**src/rtl/tsg_pkg.sv**
```systemverilog
`timescale 1ns / 1ps
// tsg_pkg: types, constants and decode helpers of the sand grain update block.
// No dependencies; used by every RTL file of the block but tsg_ram.
package tsg_pkg;

  localparam int GRID     = 8;
  localparam int CW       = $clog2(GRID);
  localparam int GRAINS   = 64;
  localparam int GW       = $clog2(GRAINS);
  localparam int PW       = 1 + 2 * CW;
  localparam int ROWS     = 2 * GRID;
  localparam int RW       = $clog2(ROWS);
  localparam int SIDE_DEF = 8;
  localparam int QDEPTH   = 2;

  localparam int ICW = 16;
  localparam int ACW = 10;
  localparam int DZW = 9;
  localparam int AW  = 4;
  localparam int DW  = 32;

  localparam logic [ICW-1:0] INTERVAL_RST = 16'd281;
  localparam logic [ACW-1:0] CENTER_RST   = 10'd330;
  localparam logic [DZW-1:0] DEAD_RST     = 9'd40;

  localparam logic [AW-3:0] REG_INTERVAL = 2'd0;
  localparam logic [AW-3:0] REG_CENTER   = 2'd1;
  localparam logic [AW-3:0] REG_DEAD     = 2'd2;

  localparam logic MODE_STEP = 1'b1;

  typedef logic signed [1:0]    dir_t;
  typedef logic signed [CW+1:0] crd_t;

  localparam dir_t DIR_POS  = 2'sb01;
  localparam dir_t DIR_ZERO = 2'sb00;
  localparam dir_t DIR_NEG  = 2'sb11;

  typedef struct packed {
    dir_t dr;
    dir_t dc;
  } fall_t;

  typedef struct packed {
    logic step;
    dir_t dr;
    dir_t dc;
    logic coin;
  } item_t;

  typedef struct packed {
    logic          moved;
    logic [GW-1:0] grain;
    logic          from_grid;
    logic [CW-1:0] from_row;
    logic [CW-1:0] from_col;
    logic          to_grid;
    logic [CW-1:0] to_row;
    logic [CW-1:0] to_col;
    logic          crossed;
    logic          gate_status;
  } res_t;

  typedef enum logic [1:0] {ST_IDLE, ST_EVAL, ST_WR2} st_t;

  function automatic dir_t quantise(logic [ACW-1:0] raw, logic [ACW-1:0] center,
                                    logic [DZW-1:0] dz);
    logic signed [ACW:0] v;
    logic signed [ACW:0] d;
    v = $signed({1'b0, raw}) - $signed({1'b0, center});
    d = $signed({{(ACW-DZW+1){1'b0}}, dz});
    if (v < d && v > -d) return DIR_ZERO;
    else if (v >= d) return DIR_POS;
    else return DIR_NEG;
  endfunction

  function automatic fall_t fall_dir(dir_t qx, dir_t qy);
    fall_t f;
    f = '{DIR_ZERO, DIR_ZERO};
    case ({qx, qy})
      {DIR_POS,  DIR_POS }: f = '{DIR_ZERO, DIR_POS };
      {DIR_POS,  DIR_NEG }: f = '{DIR_NEG,  DIR_ZERO};
      {DIR_POS,  DIR_ZERO}: f = '{DIR_NEG,  DIR_POS };
      {DIR_NEG,  DIR_POS }: f = '{DIR_POS,  DIR_ZERO};
      {DIR_NEG,  DIR_NEG }: f = '{DIR_ZERO, DIR_NEG };
      {DIR_NEG,  DIR_ZERO}: f = '{DIR_POS,  DIR_NEG };
      {DIR_ZERO, DIR_POS }: f = '{DIR_POS,  DIR_POS };
      {DIR_ZERO, DIR_NEG }: f = '{DIR_NEG,  DIR_NEG };
      default:              f = '{DIR_ZERO, DIR_ZERO};
    endcase
    return f;
  endfunction

endpackage

```
**src/rtl/tsg_ram.sv**
```systemverilog
`timescale 1ns / 1ps
// tsg_ram: generic single-write, single-read RAM with registered read data.
// No dependencies.
module tsg_ram #(
  parameter int WIDTH = 8,
  parameter int DEPTH = 16
) (
  input  logic                     clk,
  input  logic                     we,
  input  logic [$clog2(DEPTH)-1:0] waddr,
  input  logic [WIDTH-1:0]         wdata,
  input  logic [$clog2(DEPTH)-1:0] raddr,
  output logic [WIDTH-1:0]         rdata
);

  logic [WIDTH-1:0] mem [DEPTH];

  always_ff @(posedge clk) begin
    if (we) begin
      mem[waddr] <= wdata;
    end
    rdata <= mem[raddr];
  end

endmodule

```
**src/rtl/tsg_front.sv**
```systemverilog
`timescale 1ns / 1ps
// tsg_front: accepts requests, quantises the tilt samples into a fall direction
// and holds decoded requests in a short queue. Depends on tsg_pkg.
module tsg_front (
  input  logic                     clk,
  input  logic                     rst,
  input  logic                     push,
  output logic                     full,
  input  logic                     mode,
  input  logic [tsg_pkg::ACW-1:0]  accel_x,
  input  logic [tsg_pkg::ACW-1:0]  accel_y,
  input  logic                     coin,
  input  logic [tsg_pkg::ACW-1:0]  accel_center,
  input  logic [tsg_pkg::DZW-1:0]  dead_zone,
  output logic                     q_valid,
  output tsg_pkg::item_t           q_item,
  input  logic                     q_pop
);
  import tsg_pkg::*;

  localparam int PTR_W = (QDEPTH > 1) ? $clog2(QDEPTH) : 1;
  localparam int CNT_W = $clog2(QDEPTH + 1);

  item_t             fifo [QDEPTH];
  logic [PTR_W-1:0]  wr_ptr;
  logic [PTR_W-1:0]  rd_ptr;
  logic [CNT_W-1:0]  count;
  logic              wr_en;
  logic              rd_en;
  dir_t              qx;
  dir_t              qy;
  fall_t             fall;
  item_t             item_in;

  always_comb begin
    qx           = quantise(accel_x, accel_center, dead_zone);
    qy           = quantise(accel_y, accel_center, dead_zone);
    fall         = fall_dir(qx, qy);
    item_in.step = (mode == MODE_STEP);
    item_in.dr   = fall.dr;
    item_in.dc   = fall.dc;
    item_in.coin = coin;
  end

  assign full    = (count == CNT_W'(QDEPTH));
  assign q_valid = (count != '0);
  assign q_item  = fifo[rd_ptr];
  assign wr_en   = push && !full;
  assign rd_en   = q_pop && q_valid;

  always_ff @(posedge clk) begin
    if (rst) begin
      wr_ptr <= '0;
      rd_ptr <= '0;
      count  <= '0;
    end else begin
      if (wr_en) begin
        wr_ptr <= (wr_ptr == PTR_W'(QDEPTH - 1)) ? '0 : wr_ptr + 1'b1;
      end
      if (rd_en) begin
        rd_ptr <= (rd_ptr == PTR_W'(QDEPTH - 1)) ? '0 : rd_ptr + 1'b1;
      end
      if (wr_en && !rd_en) begin
        count <= count + 1'b1;
      end else if (rd_en && !wr_en) begin
        count <= count - 1'b1;
      end
    end
  end

  always_ff @(posedge clk) begin
    if (wr_en) begin
      fifo[wr_ptr] <= item_in;
    end
  end

endmodule

```
**src/rtl/tsg_back.sv**
```systemverilog
`timescale 1ns / 1ps
// tsg_back: runs ticks and grain steps against the position and occupancy RAMs
// and holds the finished result. Depends on tsg_pkg and tsg_ram.
module tsg_back #(
  parameter int SIDE = tsg_pkg::SIDE_DEF
) (
  input  logic                     clk,
  input  logic                     rst,
  input  logic                     q_valid,
  input  tsg_pkg::item_t           q_item,
  output logic                     q_pop,
  input  logic [tsg_pkg::ICW-1:0]  interval,
  input  logic                     pop,
  output logic                     empty,
  output tsg_pkg::res_t            res
);
  import tsg_pkg::*;

  localparam int LIM = (SIDE < GRID) ? SIDE : GRID;

  function automatic logic inr(crd_t a, crd_t b);
    return (a >= 0) && (a < crd_t'(LIM)) && (b >= 0) && (b < crd_t'(LIM));
  endfunction

  st_t               state;
  st_t               state_next;
  logic [GW-1:0]     sweep;
  logic [GW-1:0]     sweep_next;
  logic [ICW-1:0]    elapsed;
  logic              gate;
  logic [GRAINS-1:0] place_valid;
  logic [ROWS-1:0]   row_valid;
  logic              prv;
  logic              rva;
  logic              rvb;
  logic              out_valid;
  res_t              out_res;

  logic [PW-1:0]     place_rdata;
  logic [PW-1:0]     place_q;
  logic [GRID-1:0]   occ_a_rdata;
  logic [GRID-1:0]   occ_b_rdata;
  logic [RW-1:0]     raddr_a;
  logic [RW-1:0]     raddr_b;

  logic              cur_g;
  logic [CW-1:0]     cur_r;
  logic [CW-1:0]     cur_c;
  crd_t              tr;
  crd_t              tc;
  logic              t_g;
  crd_t              t_r;
  crd_t              t_c;

  logic [GW-1:0]     s_idx;
  logic              s_g;
  logic [CW-1:0]     s_r;
  logic [CW-1:0]     s_c;
  logic              s_tg;
  crd_t              s_tr;
  crd_t              s_tc;
  logic              s_coin;

  logic [GRID-1:0]   row_a;
  logic [GRID-1:0]   row_b;
  logic [GRID-1:0]   new_a;
  logic [GRID-1:0]   new_b;
  logic              tgt_free;
  logic              kr;
  logic              kc;
  logic              use_row;
  logic              mv;
  logic              f_g;
  logic [CW-1:0]     f_r;
  logic [CW-1:0]     f_c;
  logic              same_row;
  logic              xed;

  logic [ICW:0]      tick_n;
  logic              tick_open;
  logic              slot_free;
  logic              start_step;

  logic              do_tick;
  logic              out_load;
  logic              place_we;
  logic              occ_we;
  logic [RW-1:0]     occ_waddr;
  logic [GRID-1:0]   occ_wdata;
  logic              gate_clear;
  logic              go_wr2;
  logic [RW-1:0]     wb_addr;
  logic [GRID-1:0]   wb_data;
  res_t              res_d;

  tsg_ram #(.WIDTH(PW), .DEPTH(GRAINS)) u_place (
    .clk   (clk),
    .we    (place_we),
    .waddr (s_idx),
    .wdata ({f_g, f_r, f_c}),
    .raddr (sweep_next),
    .rdata (place_rdata)
  );

  tsg_ram #(.WIDTH(GRID), .DEPTH(ROWS)) u_occ_a (
    .clk   (clk),
    .we    (occ_we),
    .waddr (occ_waddr),
    .wdata (occ_wdata),
    .raddr (raddr_a),
    .rdata (occ_a_rdata)
  );

  tsg_ram #(.WIDTH(GRID), .DEPTH(ROWS)) u_occ_b (
    .clk   (clk),
    .we    (occ_we),
    .waddr (occ_waddr),
    .wdata (occ_wdata),
    .raddr (raddr_b),
    .rdata (occ_b_rdata)
  );

  // dispatch and target lookup
  always_comb begin
    slot_free  = !out_valid || pop;
    start_step = (state == ST_IDLE) && q_valid && slot_free && q_item.step;
    sweep_next = (state == ST_EVAL) ? sweep + 1'b1 : sweep;

    place_q = prv ? place_rdata : PW'({1'b1, sweep});
    cur_g   = place_q[PW-1];
    cur_r   = place_q[2*CW-1:CW];
    cur_c   = place_q[CW-1:0];
    tr      = crd_t'({2'b00, cur_r}) + crd_t'(q_item.dr);
    tc      = crd_t'({2'b00, cur_c}) + crd_t'(q_item.dc);

    t_g = cur_g;
    t_r = tr;
    t_c = tc;
    if (!cur_g && tr == crd_t'(-1) && tc == crd_t'(GRID) && gate) begin
      t_g = 1'b1;
      t_r = crd_t'(GRID - 1);
      t_c = '0;
    end
    if (cur_g && tr == crd_t'(GRID) && tc == crd_t'(-1) && gate) begin
      t_g = 1'b0;
      t_r = '0;
      t_c = crd_t'(GRID - 1);
    end
    raddr_a = {cur_g, cur_r};
    raddr_b = {t_g, t_r[CW-1:0]};

    tick_n    = {1'b0, elapsed} + 1'b1;
    tick_open = (tick_n > {1'b0, interval});
  end

  // move decision
  always_comb begin
    row_a    = rva ? occ_a_rdata : {GRID{s_g}};
    row_b    = rvb ? occ_b_rdata : {GRID{s_tg}};
    tgt_free = inr(s_tr, s_tc) && !row_b[s_tc[CW-1:0]];
    kr       = inr(crd_t'({2'b00, s_r}), s_tc) && !row_a[s_tc[CW-1:0]];
    kc       = inr(s_tr, crd_t'({2'b00, s_c})) && !row_b[s_c];
    use_row  = kr && (!kc || s_coin);

    mv  = 1'b0;
    f_g = s_g;
    f_r = s_r;
    f_c = s_c;
    if (tgt_free) begin
      mv  = 1'b1;
      f_g = s_tg;
      f_r = s_tr[CW-1:0];
      f_c = s_tc[CW-1:0];
    end else if (s_tg == s_g) begin
      if (use_row) begin
        mv  = 1'b1;
        f_c = s_tc[CW-1:0];
      end else if (kc) begin
        mv  = 1'b1;
        f_r = s_tr[CW-1:0];
      end
    end
    same_row = (f_g == s_g) && (f_r == s_r);
    xed      = mv && (f_g != s_g);

    new_a      = row_a;
    new_a[s_c] = 1'b0;
    if (same_row) begin
      new_a[f_c] = 1'b1;
    end
    new_b      = row_b;
    new_b[f_c] = 1'b1;
  end

  always_comb begin
    state_next = state;
    unique case (state)
      ST_IDLE: begin
        if (start_step) state_next = ST_EVAL;
      end
      ST_EVAL: begin
        state_next = (mv && !same_row) ? ST_WR2 : ST_IDLE;
      end
      ST_WR2:  state_next = ST_IDLE;
      default: state_next = ST_IDLE;
    endcase
  end

  always_comb begin
    q_pop      = 1'b0;
    do_tick    = 1'b0;
    out_load   = 1'b0;
    place_we   = 1'b0;
    occ_we     = 1'b0;
    occ_waddr  = {s_g, s_r};
    occ_wdata  = new_a;
    gate_clear = 1'b0;
    go_wr2     = 1'b0;
    res_d      = '0;
    unique case (state)
      ST_IDLE: begin
        if (q_valid && slot_free) begin
          q_pop = 1'b1;
          if (!q_item.step) begin
            do_tick           = 1'b1;
            out_load          = 1'b1;
            res_d.gate_status = tick_open || gate;
          end
        end
      end
      ST_EVAL: begin
        out_load          = 1'b1;
        place_we          = mv;
        occ_we            = mv;
        gate_clear        = xed;
        go_wr2            = mv && !same_row;
        res_d.moved       = mv;
        res_d.grain       = s_idx;
        res_d.from_grid   = s_g;
        res_d.from_row    = s_r;
        res_d.from_col    = s_c;
        res_d.to_grid     = f_g;
        res_d.to_row      = f_r;
        res_d.to_col      = f_c;
        res_d.crossed     = xed;
        res_d.gate_status = gate && !xed;
      end
      ST_WR2: begin
        occ_we    = 1'b1;
        occ_waddr = wb_addr;
        occ_wdata = wb_data;
      end
      default: ;
    endcase
  end

  always_ff @(posedge clk) begin
    if (rst) begin
      state       <= ST_IDLE;
      sweep       <= '0;
      elapsed     <= '0;
      gate        <= 1'b0;
      place_valid <= '0;
      row_valid   <= '0;
      prv         <= 1'b0;
      rva         <= 1'b0;
      rvb         <= 1'b0;
      out_valid   <= 1'b0;
    end else begin
      state <= state_next;
      sweep <= sweep_next;
      prv   <= place_valid[sweep_next];
      rva   <= row_valid[raddr_a];
      rvb   <= row_valid[raddr_b];
      if (do_tick) begin
        if (tick_open) begin
          gate    <= 1'b1;
          elapsed <= '0;
        end else begin
          elapsed <= tick_n[ICW-1:0];
        end
      end else if (gate_clear) begin
        gate <= 1'b0;
      end
      if (place_we) begin
        place_valid[s_idx] <= 1'b1;
      end
      if (occ_we) begin
        row_valid[occ_waddr] <= 1'b1;
      end
      if (out_load) begin
        out_valid <= 1'b1;
      end else if (pop) begin
        out_valid <= 1'b0;
      end
    end
  end

  always_ff @(posedge clk) begin
    if (start_step) begin
      s_idx  <= sweep;
      s_g    <= cur_g;
      s_r    <= cur_r;
      s_c    <= cur_c;
      s_tg   <= t_g;
      s_tr   <= t_r;
      s_tc   <= t_c;
      s_coin <= q_item.coin;
    end
    if (go_wr2) begin
      wb_addr <= {f_g, f_r};
      wb_data <= new_b;
    end
    if (out_load) begin
      out_res <= res_d;
    end
  end

  assign empty = !out_valid;
  assign res   = out_res;

endmodule

```
**src/rtl/tilt_sand_grain_update.sv**
```systemverilog
`timescale 1ns / 1ps
// Hourglass of 64 sand grains on two 8x8 LED grids. A tick request is done in
// the idle state; a grain step adds an evaluate state, and a second write
// state when the grain leaves its LED row, since the occupancy rows then need
// two writes through the single write port of the occupancy RAM. A two-entry
// request queue after the direction decode and a one-entry result register
// let both sides stall independently. Grain positions live in a 64x7 RAM and
// occupancy in a 16x8 row RAM kept in two copies for two reads per step;
// per-entry valid bits stand in for the reset contents, so no clearing pass
// follows reset. Depends on tsg_pkg, tsg_front, tsg_back and tsg_ram.
module tilt_sand_grain_update #(
  parameter int SIDE = tsg_pkg::SIDE_DEF
) (
  input  logic                    clk,
  input  logic                    rst,
  input  logic                    psel,
  input  logic                    penable,
  input  logic                    pwrite,
  input  logic [tsg_pkg::AW-1:0]  paddr,
  input  logic [tsg_pkg::DW-1:0]  pwdata,
  output logic [tsg_pkg::DW-1:0]  prdata,
  output logic                    pready,
  input  logic                    push,
  output logic                    full,
  input  logic                    mode,
  input  logic [tsg_pkg::ACW-1:0] accel_x,
  input  logic [tsg_pkg::ACW-1:0] accel_y,
  input  logic                    coin,
  output logic                    empty,
  input  logic                    pop,
  output logic                    moved,
  output logic [tsg_pkg::GW-1:0]  grain,
  output logic                    from_grid,
  output logic [tsg_pkg::CW-1:0]  from_row,
  output logic [tsg_pkg::CW-1:0]  from_col,
  output logic                    to_grid,
  output logic [tsg_pkg::CW-1:0]  to_row,
  output logic [tsg_pkg::CW-1:0]  to_col,
  output logic                    crossed,
  output logic                    gate_status
);
  import tsg_pkg::*;

  logic [ICW-1:0] interval_ticks;
  logic [ACW-1:0] accel_center;
  logic [DZW-1:0] dead_zone;
  logic           cfg_we;
  logic           q_valid;
  logic           q_pop;
  item_t          q_item;
  res_t           res;

  assign pready = 1'b1;
  assign cfg_we = psel && penable && pwrite && pready;

  always_ff @(posedge clk) begin
    if (rst) begin
      interval_ticks <= INTERVAL_RST;
      accel_center   <= CENTER_RST;
      dead_zone      <= DEAD_RST;
    end else if (cfg_we) begin
      unique case (paddr[AW-1:2])
        REG_INTERVAL: interval_ticks <= pwdata[ICW-1:0];
        REG_CENTER:   accel_center   <= pwdata[ACW-1:0];
        REG_DEAD:     dead_zone      <= pwdata[DZW-1:0];
        default: ;
      endcase
    end
  end

  always_comb begin
    unique case (paddr[AW-1:2])
      REG_INTERVAL: prdata = DW'(interval_ticks);
      REG_CENTER:   prdata = DW'(accel_center);
      REG_DEAD:     prdata = DW'(dead_zone);
      default:      prdata = '0;
    endcase
  end

  tsg_front u_front (
    .clk          (clk),
    .rst          (rst),
    .push         (push),
    .full         (full),
    .mode         (mode),
    .accel_x      (accel_x),
    .accel_y      (accel_y),
    .coin         (coin),
    .accel_center (accel_center),
    .dead_zone    (dead_zone),
    .q_valid      (q_valid),
    .q_item       (q_item),
    .q_pop        (q_pop)
  );

  tsg_back #(.SIDE(SIDE)) u_back (
    .clk      (clk),
    .rst      (rst),
    .q_valid  (q_valid),
    .q_item   (q_item),
    .q_pop    (q_pop),
    .interval (interval_ticks),
    .pop      (pop),
    .empty    (empty),
    .res      (res)
  );

  assign moved       = res.moved;
  assign grain       = res.grain;
  assign from_grid   = res.from_grid;
  assign from_row    = res.from_row;
  assign from_col    = res.from_col;
  assign to_grid     = res.to_grid;
  assign to_row      = res.to_row;
  assign to_col      = res.to_col;
  assign crossed     = res.crossed;
  assign gate_status = res.gate_status;

endmodule

```
**config.mk**
```make
export PLATFORM = sky130hd
export DESIGN_NAME = tilt_sand_grain_update
export DESIGN_NICKNAME = d
export VERILOG_FILES = /design/src/rtl/tsg_pkg.sv /design/src/rtl/tsg_ram.sv /design/src/rtl/tsg_front.sv /design/src/rtl/tsg_back.sv /design/src/rtl/tilt_sand_grain_update.sv
export SDC_FILE = /design/constraint.sdc
export NUM_CORES = 1
export LEC_CHECK = 0
export ABC_AREA = 1
export ABC_CLOCK_PERIOD_IN_PS = 3400
export BUFFER_PORTS_ARGS = -buffer_cell sky130_fd_sc_hd__buf_4
export CORE_MARGIN = 4
export CORE_UTILIZATION = 45
export CTS_CLUSTER_DIAMETER = 30
export DETAILED_ROUTE_END_ITERATION = 8
export GPL_TIMING_DRIVEN = 0
export PLACE_DENSITY = 0.66
export SYNTH_ARGS = -nofsm -noshare
export SYNTH_HDL_FRONTEND = slang
export SYNTH_SLANG_ARGS = --single-unit
```
**constraint.sdc**
```tcl
create_clock -name clk -period 3.4 [get_ports clk]
set_input_delay 0.17 -clock clk [delete_from_list [all_inputs] [get_ports clk]]
set_output_delay 0.17 -clock clk [all_outputs]
set_load 0.02 [all_outputs]
```
==> summary.md <==
| Metric | Value |
|---|---|
| Run status | `finished clean` |
| Minimum hold slack | `0.114 ns` |
| Startpoint class of the critical path | `register` |
| Final-report setup violation count | `0` |
| Startpoint of the worst hold path | `paddr[2]` |
| Number of clock buffers inserted by TritonCTS | `around 160` |
| Routed Antenna Nets | `0` |
| Mean Syn Cell Area | `10.2 µm²` |
| Final Cell Area | `0.0470 mm²` |
| Number of enable-type register cells in the synthesized netlist | `648` |
| Share of synthesized registers carrying an async set or reset | `0%` |
| Overall routing resource usage | `approximately 28%` |
| Number of storage elements in the synthesis netlist | `slightly above 800` |
| Global-route wire length before repair | `184 mm` |
| Number of antenna violations at the first check in global routing | `1` |
| Global route overflow | `0` |
| Number of optimization iterations in the first detailed-route pass | `8` |
| Die footprint | `0.0881 mm²` |
| Initial Utilization | `45.6%` |
| Synthesis warning total | `0` |
| Clock Tree Buf Depth | `3` |
| Share of the yosys chip area belonging to registers | `61.0%` |
| Clock Skew | `0.0223 ns` |
| Top Ports | `123` |
| Fraction of final layout cells sized beyond drive strength 1 | `17.7%` |
| Internal Dissipation | `about 27000 µW` |
| Power density over the cells | `between 900 and 1000 mW/mm²` |
| Sequential fraction of design power | `roughly 30%` |
| Placement Setup Slack | `-1.80 ns` |
| Xor-xnor portion of the synthesized cell area | `1.05%` |
| Reg-to-reg startpoint | `accel_center[5]$_SDFFE_PP0P_` |
| Rel. slew slack | `23.1%` |
| Peak supply drop | `0.648 mV` |
| Vertical extent of the die | `297 µm` |
| Total number of H-tree levels | `4` |
| Most frequently used flop master after synthesis | `sky130_fd_sc_hd__edfxtp_1` |
| I/O Buffers | `86` |
| Synth Area in Compound Gates | `16.4%` |
| X dimension of the die | `297 µm` |
| Antenna diode count | `0` |
| Crit Path Class | `reg -> reg` |
| Post-Synthesis Cell Area | `0.0376 mm²` |
| Critical-path maximum fanout | `4` |
| Signed area change from the synthesized netlist to the final layout | `25.0%` |
| CP endpoint kind | `register` |
| Cell count after synthesis | `3665` |
| Combinational Power Share | `34.7%` |
| Via count of the first global-routing pass | `29513` |
| Post-synthesis mux area share | `0.120%` |
| Data required time at the worst endpoint | `3.88 ns` |
| Core Box Area | `0.0824 mm²` |
| Unrepaired setup endpoints after global routing | `true` |
| Part of the cycle the worst path needs | `roughly 99%` |
| Largest family of logic cells by synthesized area | `compound AO/OA/AOI/OAI gates` |
| Final-report hold violation count | `0` |
| Routability cong. | `0.989` |
| Critical path launch point | `accel_center[5]$_SDFFE_PP0P_` |
| Clk_lat worst skew | `0.75 ns` |
| Maximum number of pins on one net before global-route repair | `67` |
| Number of max-capacitance violations reported | `0` |
| CTS Sinks | `820` |
| Number of fill cells in the layout | `6890` |
| Clock tree root buffer cell | `sky130_fd_sc_hd__clkbuf_16` |
| Simple-gate share of the synthesized area | `11.9%` |
| Final WS setup | `0.0202 ns` |
| Number of pins with negative max-slew slack in the final report | `0` |
| Post-DR wirelength/cell | `about 25 µm` |
| Actual slew at the worst max-slew pin | `approximately 1.1 ns` |
| Worst hold-check path type | `in -> reg` |
| Endpoint arrival time on the critical path | `3.86 ns` |
| Wire length after detailed routing | `~130 mm` |
| TritonCTS clock tree | `built` |
| Number of remaining DRC errors | `0` |
| Number of distinct library cells after synthesis | `57` |
| Dpl cell area | `0.0399 mm²` |
| Maximum clock frequency | `0.296 GHz` |
| Adder and majority gate portion of the synthesized area | `under 10%` |
| Detailed-placement wirelength estimate | `86.3 mm` |
| Detail-routed via count per cell | `5.94` |
| Detailed router's first-iteration violation count | `about 3900` |
| Routed vias | `31021` |
| Share of total power in the clock network | `a little over a third` |
| Net switching power of the design | `17400 µW` |
| Number of standard-cell rows in the floorplan | `105` |
| Switching share of power | `between 30 and 40%` |
| Leakage power | `0.0177 µW` |
| Nets@finish | `4176` |
| Clk slew on worst S/H paths | `about 0.05 ns` |
| Minimum clock period after layout | `3.38 ns` |
synthesized netlist by cell type (22+ instances only):
master                     count  area [µm²]
sky130_fd_sc_hd__a21oi_1     239        1200
sky130_fd_sc_hd__xor2_1       34         298
sky130_fd_sc_hd__buf_4        22         165
sky130_fd_sc_hd__nand3_1     160         801
sky130_fd_sc_hd__edfxtp_1    648       19500
sky130_fd_sc_hd__inv_1       362        1360
sky130_fd_sc_hd__nor2_1      426        1600
sky130_fd_sc_hd__clkbuf_1    170         638
sky130_fd_sc_hd__o21a_1       26         195
sky130_fd_sc_hd__o21ai_0     516        2580
sky130_fd_sc_hd__o211ai_1     90         676
sky130_fd_sc_hd__nand2_1     341        1280
sky130_fd_sc_hd__nor3_1       22         110
sky130_fd_sc_hd__ha_1         89        1110
sky130_fd_sc_hd__o22ai_1      77         482
sky130_fd_sc_hd__o221ai_1     82         718
sky130_fd_sc_hd__dfxtp_1     172        3440
sky130_fd_sc_hd__nand4_1      25         156
routing by layer:
| layer | vias up | routed length [µm] | GRT usage [%] |
|---|---|---|---|
| li1 | 13784 | - | - |
| met2 | 1858 | 59000 | 44.1 |
| met5 | - | 18 | 0 |
| met3 | 420 | 14000 | 6.74 |
| met4 | 2 | 6290 | 13.8 |
| met1 | 14957 | 48700 | 35.4 |
layout by cell type (no fill, tap or decap), types with 25 or more instances in the layout:
cell type,synthesis,routed
sky130_fd_sc_hd__buf_4,22,145
sky130_fd_sc_hd__ha_1,89,75
sky130_fd_sc_hd__o221ai_1,82,82
sky130_fd_sc_hd__clkbuf_2,0,56
sky130_fd_sc_hd__clkbuf_1,170,113
sky130_fd_sc_hd__dfxtp_1,172,169
sky130_fd_sc_hd__inv_1,362,348
sky130_fd_sc_hd__o211ai_1,90,90
sky130_fd_sc_hd__o21a_1,26,26
sky130_fd_sc_hd__dlygate4sd3_1,0,29
sky130_fd_sc_hd__edfxtp_1,648,648
sky130_fd_sc_hd__inv_6,0,32
sky130_fd_sc_hd__nor2_1,426,413
sky130_fd_sc_hd__o22ai_1,77,76
sky130_fd_sc_hd__nand2_1,341,324
sky130_fd_sc_hd__a21oi_1,239,220
sky130_fd_sc_hd__xor2_1,34,30
sky130_fd_sc_hd__nand3_1,160,151
sky130_fd_sc_hd__nand4_1,25,25
sky130_fd_sc_hd__clkbuf_16,0,162
sky130_fd_sc_hd__o21ai_0,516,501
kinds of logic after synthesis:
| family | count (synthesis) |
|---|---|
| simple gates | 1034 |
| mux | 4 |
| xor+xnor | 45 |
| flops | 820 |
| other cells | 2 |
| compound gates | 1071 |
| buf+inv | 596 |
| fa+ha+maj | 93 |
final timing paths:
kind	cells after the start	to	slack (ns)
worst max-delay path	19	u_front.fifo[0][3]$_DFFE_PP_	0.02
worst min-delay path	5	dead_zone[3]$_SDFFE_PP1P_	0.11
worst max register to register	19	u_front.fifo[0][3]$_DFFE_PP_	0.02
worst min register to register	2	u_back.place_valid[23]$_SDFFE_PP0P_	0.45
critical path: stages, from the launching register on:
cell,delay (ns)
sky130_fd_sc_hd__dfxtp_2,0.33
sky130_fd_sc_hd__clkinvlp_4,0.19
sky130_fd_sc_hd__ha_4,0.35
sky130_fd_sc_hd__nand2_4,0.06
sky130_fd_sc_hd__nor3_4,0.14
sky130_fd_sc_hd__a21o_1,0.18
sky130_fd_sc_hd__nand2_1,0.08
sky130_fd_sc_hd__o21ai_2,0.15
sky130_fd_sc_hd__xor2_2,0.26
sky130_fd_sc_hd__ha_4,0.26
sky130_fd_sc_hd__a21oi_2,0.11
sky130_fd_sc_hd__o21a_1,0.13
sky130_fd_sc_hd__nand3_2,0.07
sky130_fd_sc_hd__xor2_1,0.15
sky130_fd_sc_hd__o21ai_1,0.13
sky130_fd_sc_hd__nand2_1,0.12
sky130_fd_sc_hd__a21oi_4,0.20
sky130_fd_sc_hd__nor2_2,0.08
sky130_fd_sc_hd__nand2_1,0.08
sky130_fd_sc_hd__nand2_2,0.06
cell type report:
class | count | area (µm²) | share of cell area (%)
well taps | 1070 | 1340 | 2.85
plain buffers | 216 | 1080 | 2.30
flip-flops and latches | 820 | 22900 | 48.8
clock buffers | 176 | 4120 | 8.77
multi-input cells | 2268 | 13100 | 27.9
repair buffers | 176 | 1650 | 3.50
clock inverters | 120 | 1360 | 2.89
inverters | 377 | 1430 | 3.05
state kept, by name (all words and copies together), names as in the netlist, 12 cells and up, named ones only:
name and cells:
u_back.place_valid 64, u_back.row_valid 16, u_back.elapsed 16, u_front.fifo 12, u_back.res 23, u_back.u_occ_b.mem 128
u_back.u_place.mem 448, interval_ticks 16
stage by stage:
step                utilization [%]  instances  TNS (ns)  total power, µW
floorplan                         -       3680         0            21100
global placement               48.1       4836   -410.12            26900
detailed placement             48.4       4849   -124.42            27300
CTS                            56.0       5187         0            43600
global route                   57.0       5223     -1.60            46200
finish                         57.0       5223         0            44800
power by group through the flow:
stage               sequential [µW]  clock [µW]  combinational (µW)
floorplan                     13600           0                7510
global placement              13700           0               13200
detailed placement            13600           0               13700
CTS                           13300       16000               14200
global route                  13400       16500               16300
finish                        13300       15900               15600
timing repair:
| action | CTS | global route |
|---|---|---|
| endpoints found under the setup margin | 158 | 155 |
| setup buffers | 15 | 32 |
| resized for setup | 102 | 202 |
| endpoints found under the hold margin | 42 | 0 |
| pin swaps | 22 | 63 |
| cloned | 0 | 4 |
| hold buffers | 29 | 0 |
(Power assumes the default switching activity.)
